[src/rtl/mm_pkg.sv]
// Package with sizes, codes, types and helpers shared by the matrix multiply block.
package mm_pkg;

    localparam int MAX_DIM = 8;
    localparam int DIM_W   = (MAX_DIM > 1) ? $clog2(MAX_DIM) : 1;
    localparam int CNT_W   = $clog2(MAX_DIM + 1);
    localparam int DEPTH   = MAX_DIM * MAX_DIM;
    localparam int ADDR_W  = (DEPTH > 1) ? $clog2(DEPTH) : 1;

    localparam int OP_W    = 2;
    localparam int IDX_W   = 3;
    localparam int ELEM_W  = 16;
    localparam int PROD_W  = 2 * ELEM_W;
    localparam int SUM_W   = 40;
    localparam int CFG_W   = 4;
    localparam int CFG_IDX_W = 2;

    typedef enum logic [OP_W-1:0] {
        OP_WRITE_A = 2'd0,
        OP_WRITE_B = 2'd1,
        OP_COMPUTE = 2'd2
    } op_t;

    typedef enum logic [CFG_IDX_W-1:0] {
        REG_ROWS_A    = 2'd0,
        REG_INNER_DIM = 2'd1,
        REG_COLS_B    = 2'd2
    } reg_idx_t;

    typedef struct packed {
        logic              we_a;
        logic              we_b;
        logic [ADDR_W-1:0] addr;
        logic [ELEM_W-1:0] data;
    } store_wr_t;

    typedef struct packed {
        logic              en;
        logic [ADDR_W-1:0] a_addr;
        logic [ADDR_W-1:0] b_addr;
    } store_rd_t;

    typedef struct packed {
        logic             valid;
        logic             first;
        logic             fin;
        logic             zero;
        logic             last;
        logic [DIM_W-1:0] row;
        logic [DIM_W-1:0] col;
    } step_t;

    function automatic logic [CNT_W-1:0] clamp_dim(input logic [CFG_W-1:0] d);
        logic [CNT_W-1:0] r;
        if (int'(d) > MAX_DIM)
        begin
            r = CNT_W'(MAX_DIM);
        end
        else
        begin
            r = CNT_W'(d);
        end
        return r;
    endfunction

endpackage

[src/rtl/mm_if.sv]
// Valid/ready channel interfaces for input words, result words and register writes.
interface mm_in_if;
    logic                              valid;
    logic                              ready;
    logic [mm_pkg::OP_W-1:0]           operation;
    logic [mm_pkg::IDX_W-1:0]          row_index;
    logic [mm_pkg::IDX_W-1:0]          col_index;
    logic signed [mm_pkg::ELEM_W-1:0]  element_value;

    modport source (output valid, operation, row_index, col_index, element_value,
                    input ready);
    modport sink   (input valid, operation, row_index, col_index, element_value,
                    output ready);
endinterface

interface mm_out_if;
    logic                              valid;
    logic                              ready;
    logic [mm_pkg::IDX_W-1:0]          out_row;
    logic [mm_pkg::IDX_W-1:0]          out_col;
    logic signed [mm_pkg::SUM_W-1:0]   product_value;
    logic                              last;

    modport source (output valid, out_row, out_col, product_value, last, input ready);
    modport sink   (input valid, out_row, out_col, product_value, last, output ready);
endinterface

interface mm_cfg_if;
    logic                              valid;
    logic                              ready;
    logic [mm_pkg::CFG_IDX_W-1:0]      index;
    logic [mm_pkg::CFG_W-1:0]          data;

    modport source (output valid, index, data, input ready);
    modport sink   (input valid, index, data, output ready);
endinterface

[src/rtl/mm_store.sv]
// Element memories for A and B with one write port and a registered read port each.
module mm_store (
    input  logic                      clk,
    input  mm_pkg::store_wr_t         wr,
    input  mm_pkg::store_rd_t         rd,
    output logic [mm_pkg::ELEM_W-1:0] a_data,
    output logic [mm_pkg::ELEM_W-1:0] b_data
);

    logic [mm_pkg::ELEM_W-1:0] a_mem [mm_pkg::DEPTH];
    logic [mm_pkg::ELEM_W-1:0] b_mem [mm_pkg::DEPTH];
    logic [mm_pkg::ELEM_W-1:0] a_data_reg;
    logic [mm_pkg::ELEM_W-1:0] b_data_reg;

    always_ff @(posedge clk)
    begin
        if (wr.we_a)
        begin
            a_mem[wr.addr] <= wr.data;
        end
        if (wr.we_b)
        begin
            b_mem[wr.addr] <= wr.data;
        end
        if (rd.en)
        begin
            a_data_reg <= a_mem[rd.a_addr];
            b_data_reg <= b_mem[rd.b_addr];
        end
    end

    assign a_data = a_data_reg;
    assign b_data = b_data_reg;

endmodule

[src/rtl/mm_seq.sv]
// Sequencer: register file, store writes and the row, column and inner index walk.
module mm_seq (
    input  logic                 clk,
    input  logic                 rst_n,
    mm_in_if.sink                item,
    mm_cfg_if.sink               cfg,
    input  logic                 adv,
    input  logic                 done,
    output mm_pkg::store_wr_t    wr,
    output mm_pkg::store_rd_t    rd,
    output mm_pkg::step_t        step
);

    logic [mm_pkg::CFG_W-1:0] rows_a_reg;
    logic [mm_pkg::CFG_W-1:0] inner_dim_reg;
    logic [mm_pkg::CFG_W-1:0] cols_b_reg;
    logic                     busy_reg;
    logic                     active_reg;
    logic [mm_pkg::DIM_W-1:0] i_reg;
    logic [mm_pkg::DIM_W-1:0] j_reg;
    logic [mm_pkg::DIM_W-1:0] k_reg;

    logic [mm_pkg::CNT_W-1:0] nr;
    logic [mm_pkg::CNT_W-1:0] nk;
    logic [mm_pkg::CNT_W-1:0] nc;
    logic                     accept;
    logic                     start;
    logic                     issue;
    logic                     in_range;
    logic                     i_last;
    logic                     j_last;
    logic                     k_last;

    assign nr = mm_pkg::clamp_dim(rows_a_reg);
    assign nk = mm_pkg::clamp_dim(inner_dim_reg);
    assign nc = mm_pkg::clamp_dim(cols_b_reg);

    assign item.ready = !busy_reg;
    assign cfg.ready  = 1'b1;
    assign accept     = item.valid && item.ready;
    assign start      = accept && (item.operation == mm_pkg::OP_COMPUTE)
                        && (nr != '0) && (nc != '0);
    assign issue      = active_reg && adv;

    assign in_range = (int'(item.row_index) < mm_pkg::MAX_DIM)
                      && (int'(item.col_index) < mm_pkg::MAX_DIM);

    always_comb
    begin
        wr.we_a = 1'b0;
        wr.we_b = 1'b0;
        wr.addr = mm_pkg::ADDR_W'(mm_pkg::ADDR_W'(item.row_index)
                  * mm_pkg::ADDR_W'(mm_pkg::MAX_DIM) + mm_pkg::ADDR_W'(item.col_index));
        wr.data = item.element_value;
        unique case (item.operation)
            mm_pkg::OP_WRITE_A: wr.we_a = accept && in_range;
            mm_pkg::OP_WRITE_B: wr.we_b = accept && in_range;
            default:
            begin
                wr.we_a = 1'b0;
                wr.we_b = 1'b0;
            end
        endcase
    end

    assign k_last = (nk == '0) || (mm_pkg::CNT_W'(k_reg) == nk - mm_pkg::CNT_W'(1));
    assign j_last = (mm_pkg::CNT_W'(j_reg) == nc - mm_pkg::CNT_W'(1));
    assign i_last = (mm_pkg::CNT_W'(i_reg) == nr - mm_pkg::CNT_W'(1));

    assign rd.en     = issue;
    assign rd.a_addr = mm_pkg::ADDR_W'(mm_pkg::ADDR_W'(i_reg)
                       * mm_pkg::ADDR_W'(mm_pkg::MAX_DIM) + mm_pkg::ADDR_W'(k_reg));
    assign rd.b_addr = mm_pkg::ADDR_W'(mm_pkg::ADDR_W'(k_reg)
                       * mm_pkg::ADDR_W'(mm_pkg::MAX_DIM) + mm_pkg::ADDR_W'(j_reg));

    assign step.valid = issue;
    assign step.first = (k_reg == '0);
    assign step.fin   = k_last;
    assign step.zero  = (nk == '0);
    assign step.last  = i_last && j_last;
    assign step.row   = i_reg;
    assign step.col   = j_reg;

    always_ff @(posedge clk or negedge rst_n)
    begin
        if (!rst_n)
        begin
            rows_a_reg    <= mm_pkg::CFG_W'(mm_pkg::MAX_DIM);
            inner_dim_reg <= mm_pkg::CFG_W'(mm_pkg::MAX_DIM);
            cols_b_reg    <= mm_pkg::CFG_W'(mm_pkg::MAX_DIM);
            busy_reg      <= 1'b0;
            active_reg    <= 1'b0;
            i_reg         <= '0;
            j_reg         <= '0;
            k_reg         <= '0;
        end
        else
        begin
            if (cfg.valid && cfg.ready)
            begin
                unique case (cfg.index)
                    mm_pkg::REG_ROWS_A:    rows_a_reg    <= cfg.data;
                    mm_pkg::REG_INNER_DIM: inner_dim_reg <= cfg.data;
                    mm_pkg::REG_COLS_B:    cols_b_reg    <= cfg.data;
                    default:               rows_a_reg    <= rows_a_reg;
                endcase
            end
            if (start)
            begin
                busy_reg   <= 1'b1;
                active_reg <= 1'b1;
                i_reg      <= '0;
                j_reg      <= '0;
                k_reg      <= '0;
            end
            else if (issue)
            begin
                if (!k_last)
                begin
                    k_reg <= k_reg + mm_pkg::DIM_W'(1);
                end
                else
                begin
                    k_reg <= '0;
                    if (!j_last)
                    begin
                        j_reg <= j_reg + mm_pkg::DIM_W'(1);
                    end
                    else
                    begin
                        j_reg <= '0;
                        if (!i_last)
                        begin
                            i_reg <= i_reg + mm_pkg::DIM_W'(1);
                        end
                        else
                        begin
                            active_reg <= 1'b0;
                        end
                    end
                end
            end
            if (done)
            begin
                busy_reg <= 1'b0;
            end
        end
    end

endmodule

[src/rtl/mm_mac.sv]
// Multiply-accumulate pipeline behind the store read port, with the result output register.
module mm_mac (
    input  logic                      clk,
    input  logic                      rst_n,
    input  mm_pkg::step_t             step,
    input  logic [mm_pkg::ELEM_W-1:0] a_data,
    input  logic [mm_pkg::ELEM_W-1:0] b_data,
    mm_out_if.source                  result,
    output logic                      adv,
    output logic                      done
);

    mm_pkg::step_t                    step1_reg;
    mm_pkg::step_t                    step2_reg;
    logic signed [mm_pkg::PROD_W-1:0] prod_reg;
    logic signed [mm_pkg::SUM_W-1:0]  acc_reg;
    logic                             out_valid_reg;
    logic [mm_pkg::IDX_W-1:0]         out_row_reg;
    logic [mm_pkg::IDX_W-1:0]         out_col_reg;
    logic signed [mm_pkg::SUM_W-1:0]  out_value_reg;
    logic                             out_last_reg;

    logic signed [mm_pkg::PROD_W-1:0] mult;
    logic signed [mm_pkg::PROD_W-1:0] prod_next;
    logic signed [mm_pkg::SUM_W-1:0]  acc_next;

    assign adv  = !out_valid_reg || result.ready;
    assign done = result.valid && result.ready && result.last;

    assign mult      = $signed(a_data) * $signed(b_data);
    assign prod_next = step1_reg.zero ? '0 : mult;
    assign acc_next  = (step2_reg.first ? '0 : acc_reg) + mm_pkg::SUM_W'(prod_reg);

    always_ff @(posedge clk or negedge rst_n)
    begin
        if (!rst_n)
        begin
            step1_reg     <= '0;
            step2_reg     <= '0;
            out_valid_reg <= 1'b0;
        end
        else if (adv)
        begin
            step1_reg     <= step;
            step2_reg     <= step1_reg;
            out_valid_reg <= step2_reg.valid && step2_reg.fin;
        end
    end

    always_ff @(posedge clk)
    begin
        if (adv)
        begin
            prod_reg <= prod_next;
            if (step2_reg.valid)
            begin
                acc_reg <= acc_next;
            end
            if (step2_reg.valid && step2_reg.fin)
            begin
                out_row_reg   <= mm_pkg::IDX_W'(step2_reg.row);
                out_col_reg   <= mm_pkg::IDX_W'(step2_reg.col);
                out_value_reg <= acc_next;
                out_last_reg  <= step2_reg.last;
            end
        end
    end

    assign result.valid         = out_valid_reg;
    assign result.out_row       = out_row_reg;
    assign result.out_col       = out_col_reg;
    assign result.product_value = out_value_reg;
    assign result.last          = out_last_reg;

endmodule

[src/rtl/matrix_multiply.sv]
// Top level of the matrix multiply block: sequencer, element memories and MAC pipeline.
//
// Usage: registers rows_a (index 0), inner_dim (1) and cols_b (2) are written on the cfg
// channel, which is always ready; write them only while the block is idle. Input words on
// the item channel either store one Q8.8 element of A or B at its row and column, or
// start a compute if rows_a and cols_b are nonzero; other operation codes are ignored.
// A compute emits every element of C in row-major order on the result channel as a
// Q24.16 sum, with last set on the final word. The elements of C are computed one after
// another on the single read port of the element memories; an inner_dim of zero gives
// elements of zero. A dimension register above eight counts as eight.
// While a compute runs, item.ready is low until the last result word has been taken.
// When the receiver stalls, the result register holds its word and the whole MAC pipeline
// and memory read port freeze until it is taken. Reset clears the control state and sets
// all three dimension registers to eight; the memory contents are undefined until written.
module matrix_multiply (
    input  logic      clk,
    input  logic      rst_n,
    mm_in_if.sink     item,
    mm_cfg_if.sink    cfg,
    mm_out_if.source  result
);

    mm_pkg::store_wr_t          wr;
    mm_pkg::store_rd_t          rd;
    mm_pkg::step_t              step;
    logic [mm_pkg::ELEM_W-1:0]  a_data;
    logic [mm_pkg::ELEM_W-1:0]  b_data;
    logic                       adv;
    logic                       done;

    mm_seq u_seq (
        .clk   (clk),
        .rst_n (rst_n),
        .item  (item),
        .cfg   (cfg),
        .adv   (adv),
        .done  (done),
        .wr    (wr),
        .rd    (rd),
        .step  (step)
    );

    mm_store u_store (
        .clk    (clk),
        .wr     (wr),
        .rd     (rd),
        .a_data (a_data),
        .b_data (b_data)
    );

    mm_mac u_mac (
        .clk    (clk),
        .rst_n  (rst_n),
        .step   (step),
        .a_data (a_data),
        .b_data (b_data),
        .result (result),
        .adv    (adv),
        .done   (done)
    );

endmodule

[src/flat_wrapper.sv]
// flat-port wrapper written by rule: the top's interface ports become plain ports
module matrix_multiply_flat 
  (clk, rst_n, item_valid, item_operation, item_row_index, item_col_index, item_element_value, item_ready, cfg_valid, cfg_index, cfg_data, cfg_ready, result_valid, result_out_row, result_out_col, result_product_value, result_last, result_ready);
  mm_in_if item_i ();
  mm_cfg_if cfg_i ();
  mm_out_if result_i ();
  input  logic clk;
  input  logic rst_n;
  input wire logic [$bits(item_i.valid)-1:0] item_valid;
  input wire logic [$bits(item_i.operation)-1:0] item_operation;
  input wire logic [$bits(item_i.row_index)-1:0] item_row_index;
  input wire logic [$bits(item_i.col_index)-1:0] item_col_index;
  input wire logic [$bits(item_i.element_value)-1:0] item_element_value;
  output wire logic [$bits(item_i.ready)-1:0] item_ready;
  input wire logic [$bits(cfg_i.valid)-1:0] cfg_valid;
  input wire logic [$bits(cfg_i.index)-1:0] cfg_index;
  input wire logic [$bits(cfg_i.data)-1:0] cfg_data;
  output wire logic [$bits(cfg_i.ready)-1:0] cfg_ready;
  output wire logic [$bits(result_i.valid)-1:0] result_valid;
  output wire logic [$bits(result_i.out_row)-1:0] result_out_row;
  output wire logic [$bits(result_i.out_col)-1:0] result_out_col;
  output wire logic [$bits(result_i.product_value)-1:0] result_product_value;
  output wire logic [$bits(result_i.last)-1:0] result_last;
  input wire logic [$bits(result_i.ready)-1:0] result_ready;
  assign item_i.valid = item_valid;
  assign item_i.operation = item_operation;
  assign item_i.row_index = item_row_index;
  assign item_i.col_index = item_col_index;
  assign item_i.element_value = item_element_value;
  assign item_ready = item_i.ready;
  assign cfg_i.valid = cfg_valid;
  assign cfg_i.index = cfg_index;
  assign cfg_i.data = cfg_data;
  assign cfg_ready = cfg_i.ready;
  assign result_valid = result_i.valid;
  assign result_out_row = result_i.out_row;
  assign result_out_col = result_i.out_col;
  assign result_product_value = result_i.product_value;
  assign result_last = result_i.last;
  assign result_i.ready = result_ready;
  matrix_multiply u_core (.clk(clk), .rst_n(rst_n), .item(item_i), .cfg(cfg_i), .result(result_i));
endmodule
[config.mk]
export PLATFORM = sky130hd
export DESIGN_NAME = matrix_multiply_flat
export DESIGN_NICKNAME = d
export VERILOG_FILES = /design/src/rtl/mm_pkg.sv /design/src/rtl/mm_if.sv /design/src/rtl/mm_store.sv /design/src/rtl/mm_seq.sv /design/src/rtl/mm_mac.sv /design/src/rtl/matrix_multiply.sv /design/src/flat_wrapper.sv
export SDC_FILE = /design/constraint.sdc
export NUM_CORES = 2
export LEC_CHECK = 0
export BUFFER_PORTS_ARGS = -buffer_cell sky130_fd_sc_hd__buf_2
export CORE_MARGIN = 4
export CORE_UTILIZATION = 45
export CTS_BUF_LIST = sky130_fd_sc_hd__clkbuf_4 sky130_fd_sc_hd__clkbuf_8
export DETAILED_ROUTE_END_ITERATION = 10
export GPL_ROUTABILITY_DRIVEN = 0
export GPL_TIMING_DRIVEN = 0
export PLACE_DENSITY_LB_ADDON = 0.05
export SLEW_MARGIN = 20
export SYNTH_ARGS = -nofsm -noshare
export SYNTH_HDL_FRONTEND = slang
export SYNTH_HIERARCHICAL = 1
export SYNTH_SLANG_ARGS = --single-unit
[constraint.sdc]
create_clock -name clk -period 7.8 [get_ports clk]
set_input_delay 0.78 -clock clk [delete_from_list [all_inputs] [get_ports clk]]
set_output_delay 0.78 -clock clk [all_outputs]
set_load 0.02 [all_outputs]
* After elaboration in Yosys (flattened, before gate mapping) *
Memories as Yosys holds them, arrays and structs flattened. A register that Yosys moved wholly into a read port is not among the register bits.
Index checks and enable logic that the tools add are counted.
W data, S select, Z words.

storage, ports and cells
  input port bits = 35
  bits in registers = 164
  bits in writable memories = 2048
  output and inout port bits = 50
  memories = 2

cells by class
  multiply operators = 1
  magnitude comparators = 3
  add/subtract/negate cells = 10
  mux-type cells = 29
  reductions and logical operators = 32
  equal/unequal tests = 8

memory list
  name                  words  bits a word  rd ports  clocked after memory_dff  wr ports  RTL line        source
  u_core.u_store.a_mem  64     16           1         1                         1         mm_store.sv:10  logic [mm_pkg::ELEM_W-1:0] a_mem [mm_pkg::DEPTH];
  u_core.u_store.b_mem  64     16           1         1                         1         mm_store.sv:11  logic [mm_pkg::ELEM_W-1:0] b_mem [mm_pkg::DEPTH];

operators by type and width
  operator               count
  $add A40 B40 Y40       1
  $mux W40               1
  $mux W3                12
  $mul A16 B16 Y32       1
  $add A6 B3 Y6          3
  $mux W1                13
  $eq A3 B4 Y1           3
  $gt A4 B4 Y1 const B   3
  $mux W4                3
  $reduce_and A2 Y1      6
  $sub A4 B1 Y4 const B  3
  $reduce_bool A2 Y1     5
  $add A3 B1 Y3 const B  3
  $logic_and A1 B1 Y1    9
  $reduce_and A4 Y1      2
  $reduce_bool A4 Y1     2
  $eq A2 B1 Y1 const B   2
  $eq A2 B2 Y1 const B   2
  $logic_not A2 Y1       2
  $logic_not A4 Y1       1
  $logic_not A3 Y1       1
  $logic_not A1 Y1       2
  $logic_or A1 B1 Y1     2
  $ne A2 B2 Y1 const B   1

* Longest topological paths before layout *
  depth after elaboration = 9
  gate-level depth with buffers = 24
  gate-level depth less buffers = 23

* By module *
Netlist, hierarchy kept.

modules (own cells, without submodules)
  module    cells an instance  times used  sequential area each (µm²)  area an instance (µm²)
  mm_store  3519               1           62459.9                     79501.2
  mm_mac    1635               1           4124.0                      16522.1
  mm_seq    175                1           579.3                       1709.1

* Worst setup path before layout *
No wires, ideal clock.

  kind = register to register
  from = register u_core.u_store.a_data_reg (netlist bit u_core/u_store/a_data[6]) (read register of u_core.u_store.a_mem)
  to = register u_core/u_mac/prod_reg[21] in the netlist's numbering, data pin
  data arrival time = 5855 ps
  data required time = 7534 ps
  path slack = 1679 ps
  cell stages (with the launch flop) = 23
  period minus slack after synthesis = 6121 ps
  buffers on the path = 1
  path through = edfxtp_1 > clkbuf_1 > and2_1 > fa_1 > inv_1 > fa_1 > fa_1 > fa_1 > inv_1 > fa_1 > inv_1 > fa_1 > inv_1 > ha_1 > and3_1 > o21a_1 > a211o_1 > o21ai_0 > a21boi_0 > o41a_1 > a31oi_1 > xor2_1 > nor2_1

between the ends
  cells in the longest elaborated chain, start to end = 1

RTL lines
  element               RTL line        source
  from (decl)           mm_store.sv:12  logic [mm_pkg::ELEM_W-1:0] a_data_reg;
  $mul A16 B16 Y32      mm_mac.sv:30    assign mult = $signed(a_data) * $signed(b_data);
  to (signal assigned)  mm_mac.sv:54    prod_reg <= prod_next;
  to (decl)             mm_mac.sv:15    logic signed [mm_pkg::PROD_W-1:0] prod_reg;

No other way between the ends.
A chain may end at the register's enable or synchronous reset.

* Final worst setup path *
  from = register u_core.u_store.b_data_reg (netlist bit u_core/u_store/b_data[7]) (read register of u_core.u_store.b_mem)
  to = register u_core/u_mac/prod_reg[30] in the netlist's numbering, data pin

between the ends
  cells in the longest elaborated chain, start to end = 1

RTL lines
  element           RTL line        source
  from (decl)       mm_store.sv:13  logic [mm_pkg::ELEM_W-1:0] b_data_reg;
  $mul A16 B16 Y32  mm_mac.sv:30

No other way between the ends.

==> run metrics <==
routed len/inst slightly below 30 µm; Reg2Reg Capture Point u_core/u_mac/prod_reg[30]; number of I/O pins 85; CTS tree done; syn_nets about 5800; Worst Path Arrival ~7.8 ns; Worst Hold Slack ~0.17 ns; crit path launch type flip-flop; vias in the first global route 54200; multiplexer share of the synthesized area 12.8%; Initial DRT Pass Iterations 5; CTS resizes 0; Post-synth top cells 2199 x edfxtp_1, 495 x mux4_2, 321 x inv_1; Die Y 474 µm; vias post-DR 51800; sequential element share of the synthesized area 68.7%; worst-case clock buffer depth 4; share of layout cells above drive strength 1 roughly 26%; worst relative slew slack roughly 17%; largest family of logic cells by synthesized area multiplexers; Finish-stage setup viols 0; post-synthesis xor/xnor area fraction less than 1%; top cell type's share of synthesized area approximately 68%; initial DRC count 4755; final cycle utilization of the critical path roughly nine tenths; # nets final around 6300; die width 474 µm; FF/Latch Area 67200 µm²; Die ar. 225000 µm²; CP endpoint kind flip-flop; Largest regs u_core/u_store/a_mem x1024, u_core/u_store/b_mem x1024; synth top area cells edfxtp_1 68%, mux4_2 11%, fa_1 5.4%, ha_1 1.7%, inv_1 1.2%; RSZ-0062 raised after global routing false; Tot GR Track Use around a quarter; simple-gate share of the synthesized area around 4.5%; Clock transition at path regs approximately 0.060 ns; root buffer cell clkbuf_8; post-route ant nets 1; Slew Viols, Final 0; Netlist Area Pre-Place just under 100000 µm²; f_max roughly 140 MHz; Vias/cell around 5.7; status complete, but fails checks; Post-CTS Setup Repair Bufs 0; Post-synth ARST share approximately 2%; Reg2Reg Depth 23; synth warn 6; setup ws final between 0.7 and 0.8 ns; clk sinks 2244; critical path endpoint u_core/u_mac/prod_reg[30]; Worst-Skew Late Latency between 1 and 1.5 ns; count of cell types in the netlist 85; violated checks antenna violations; H-tree Lvls 5; Post-Route WL approximately 270 mm; largest net degree at the start of global routing approximately 130; Req. time, crit path 8.49 ns; first-pass GRT wire length 387 mm; EDFF count, synth 2199; grt ovf 0; dpl hpwl roughly 180 mm; hold-critical path depth 1; worst reg2reg startpoint u_core/u_store/b_data[7]; pre-CTS setup slack approximately 0.67 ns; Clock Skew ~0.088 ns; top-count cell post-synth edfxtp_1; Worst setup startpoint u_core/u_store/b_data[7]; cts bufs inserted about 400; Syn Area/Cell about 18 µm²; synthesized instance count roughly 5300; Main synth FF type edfxtp_1; initial antenna violation count 19; Multi-input gate area around 28000 µm²; initial core utilization between 40% and 50%; Setup TNS Final 0 ns; Crit Path Max Fanout 10; Finished Core Util between 50% and 60%; final hold violations 0; min cycle time layout 7.09 ns; Hold Crit Class input pin to flip-flop; cell row count 170; Filler Cell Count 17700; port bufs just over 60; post-synth top area cell edfxtp_1; DRC 0; Synth Area in Adders roughly 7.1%; transition time of the tightest slew-check pin approximately 1.2 ns; complex-gate fraction of the synthesized area between 3 and 4%; synthesized flop and latch total 2244; core area between 200000 and 250000 µm²; max-cap violations 0; hold_buf cts 6; area delta synth->final 13.8%; Crit Path Class flip-flop to flip-flop; R2R setup slack about 0.71 ns
[layout make-up]
cell class	count	share of cell area, %
antenna	10	0.0225
buffer	280	1.47
clock buffer	514	5.71
clock inverter	160	0.853
inverter	324	1.09
multi-input combinational	2481	25.5
sequential	2244	60.4
tap	2838	3.19
timing repair buffer	184	1.81
[cells by family after synthesis]
logic type               count (synthesis)
flip-flops                            2244
XOR/XNOR                                80
multiplexers                           622
buffers and inverters                  604
adder cells (fa/ha/maj)                394
AO/OA/AOI/OAI                          481
other                                    1
AND/OR/NAND/NOR                        903
[worst max-delay path, stage by stage, from the launching register on]
cell,delay [ns]
edfxtp_1,0.67
clkbuf_1,0.53
nand2_1,0.17
fa_1,0.57
inv_1,0.05
fa_1,0.50
inv_1,0.06
fa_1,0.58
inv_1,0.07
fa_1,0.45
fa_1,0.49
inv_1,0.05
fa_1,0.53
inv_1,0.04
ha_1,0.35
nand2_1,0.09
o21ai_0,0.08
nor2b_1,0.15
a21oi_1,0.18
a31oi_1,0.22
a2111oi_0,0.56
o21bai_1,0.13
xnor2_1,0.17
nor2_1,0.08
[worst min-delay path by stage]
| stage | start | to | slack (ns) |
|---|---|---|---|
| 4_1_cts | item_element_value[10] | u_core/u_store/a_mem[37][10] | 0.04 |
| 3_3_place_gp | u_core/u_mac/step2_reg[6] | u_core/u_mac/result.last | 0.44 |
| 5_1_grt | item_element_value[14] | u_core/u_store/b_mem[29][14] | 0.07 |
| 2_1_floorplan | u_core/u_mac/step2_reg[6] | u_core/u_mac/result.last | 0.42 |
| 6_report | item_element_value[4] | u_core/u_store/a_mem[49][4] | 0.17 |
| 3_5_place_dp | u_core/u_mac/step2_reg[6] | u_core/u_mac/result.last | 0.44 |
[layer usage]
metal	track usage [%]	wire [µm]	share of wire, %
met4	6.32	6620	2.5
met3	4.48	18400	6.9
met1	33.7	114000	42
met5	0	40	0.015
met2	39.2	129000	48
[stage by stage]
stage	std cells	instance area, µm²
floorplan	5329	97700
global placement	8228	102000
detailed placement	8343	104000
CTS	9023	111000
global route	9027	111000
finish	9035	111000
[cell usage in the layout (no fill, tap or decap), types with 109 or more instances in the layout]
master / netlist / routed
edfxtp_1: 2199 / 2199
mux4_2: 495 / 495
clkbuf_8: 0 / 398
inv_1: 321 / 321
nand2_1: 267 / 267
fa_1: 263 / 263
buf_2: 73 / 135
ha_1: 131 / 131
and2_1: 129 / 128
clkbuf_4: 0 / 116
nor2_1: 239 / 110
clkinv_1: 1 / 109
Power is not shown: default switching activity piles up to over one toggle a cycle in this logic, so the estimate is an artifact.
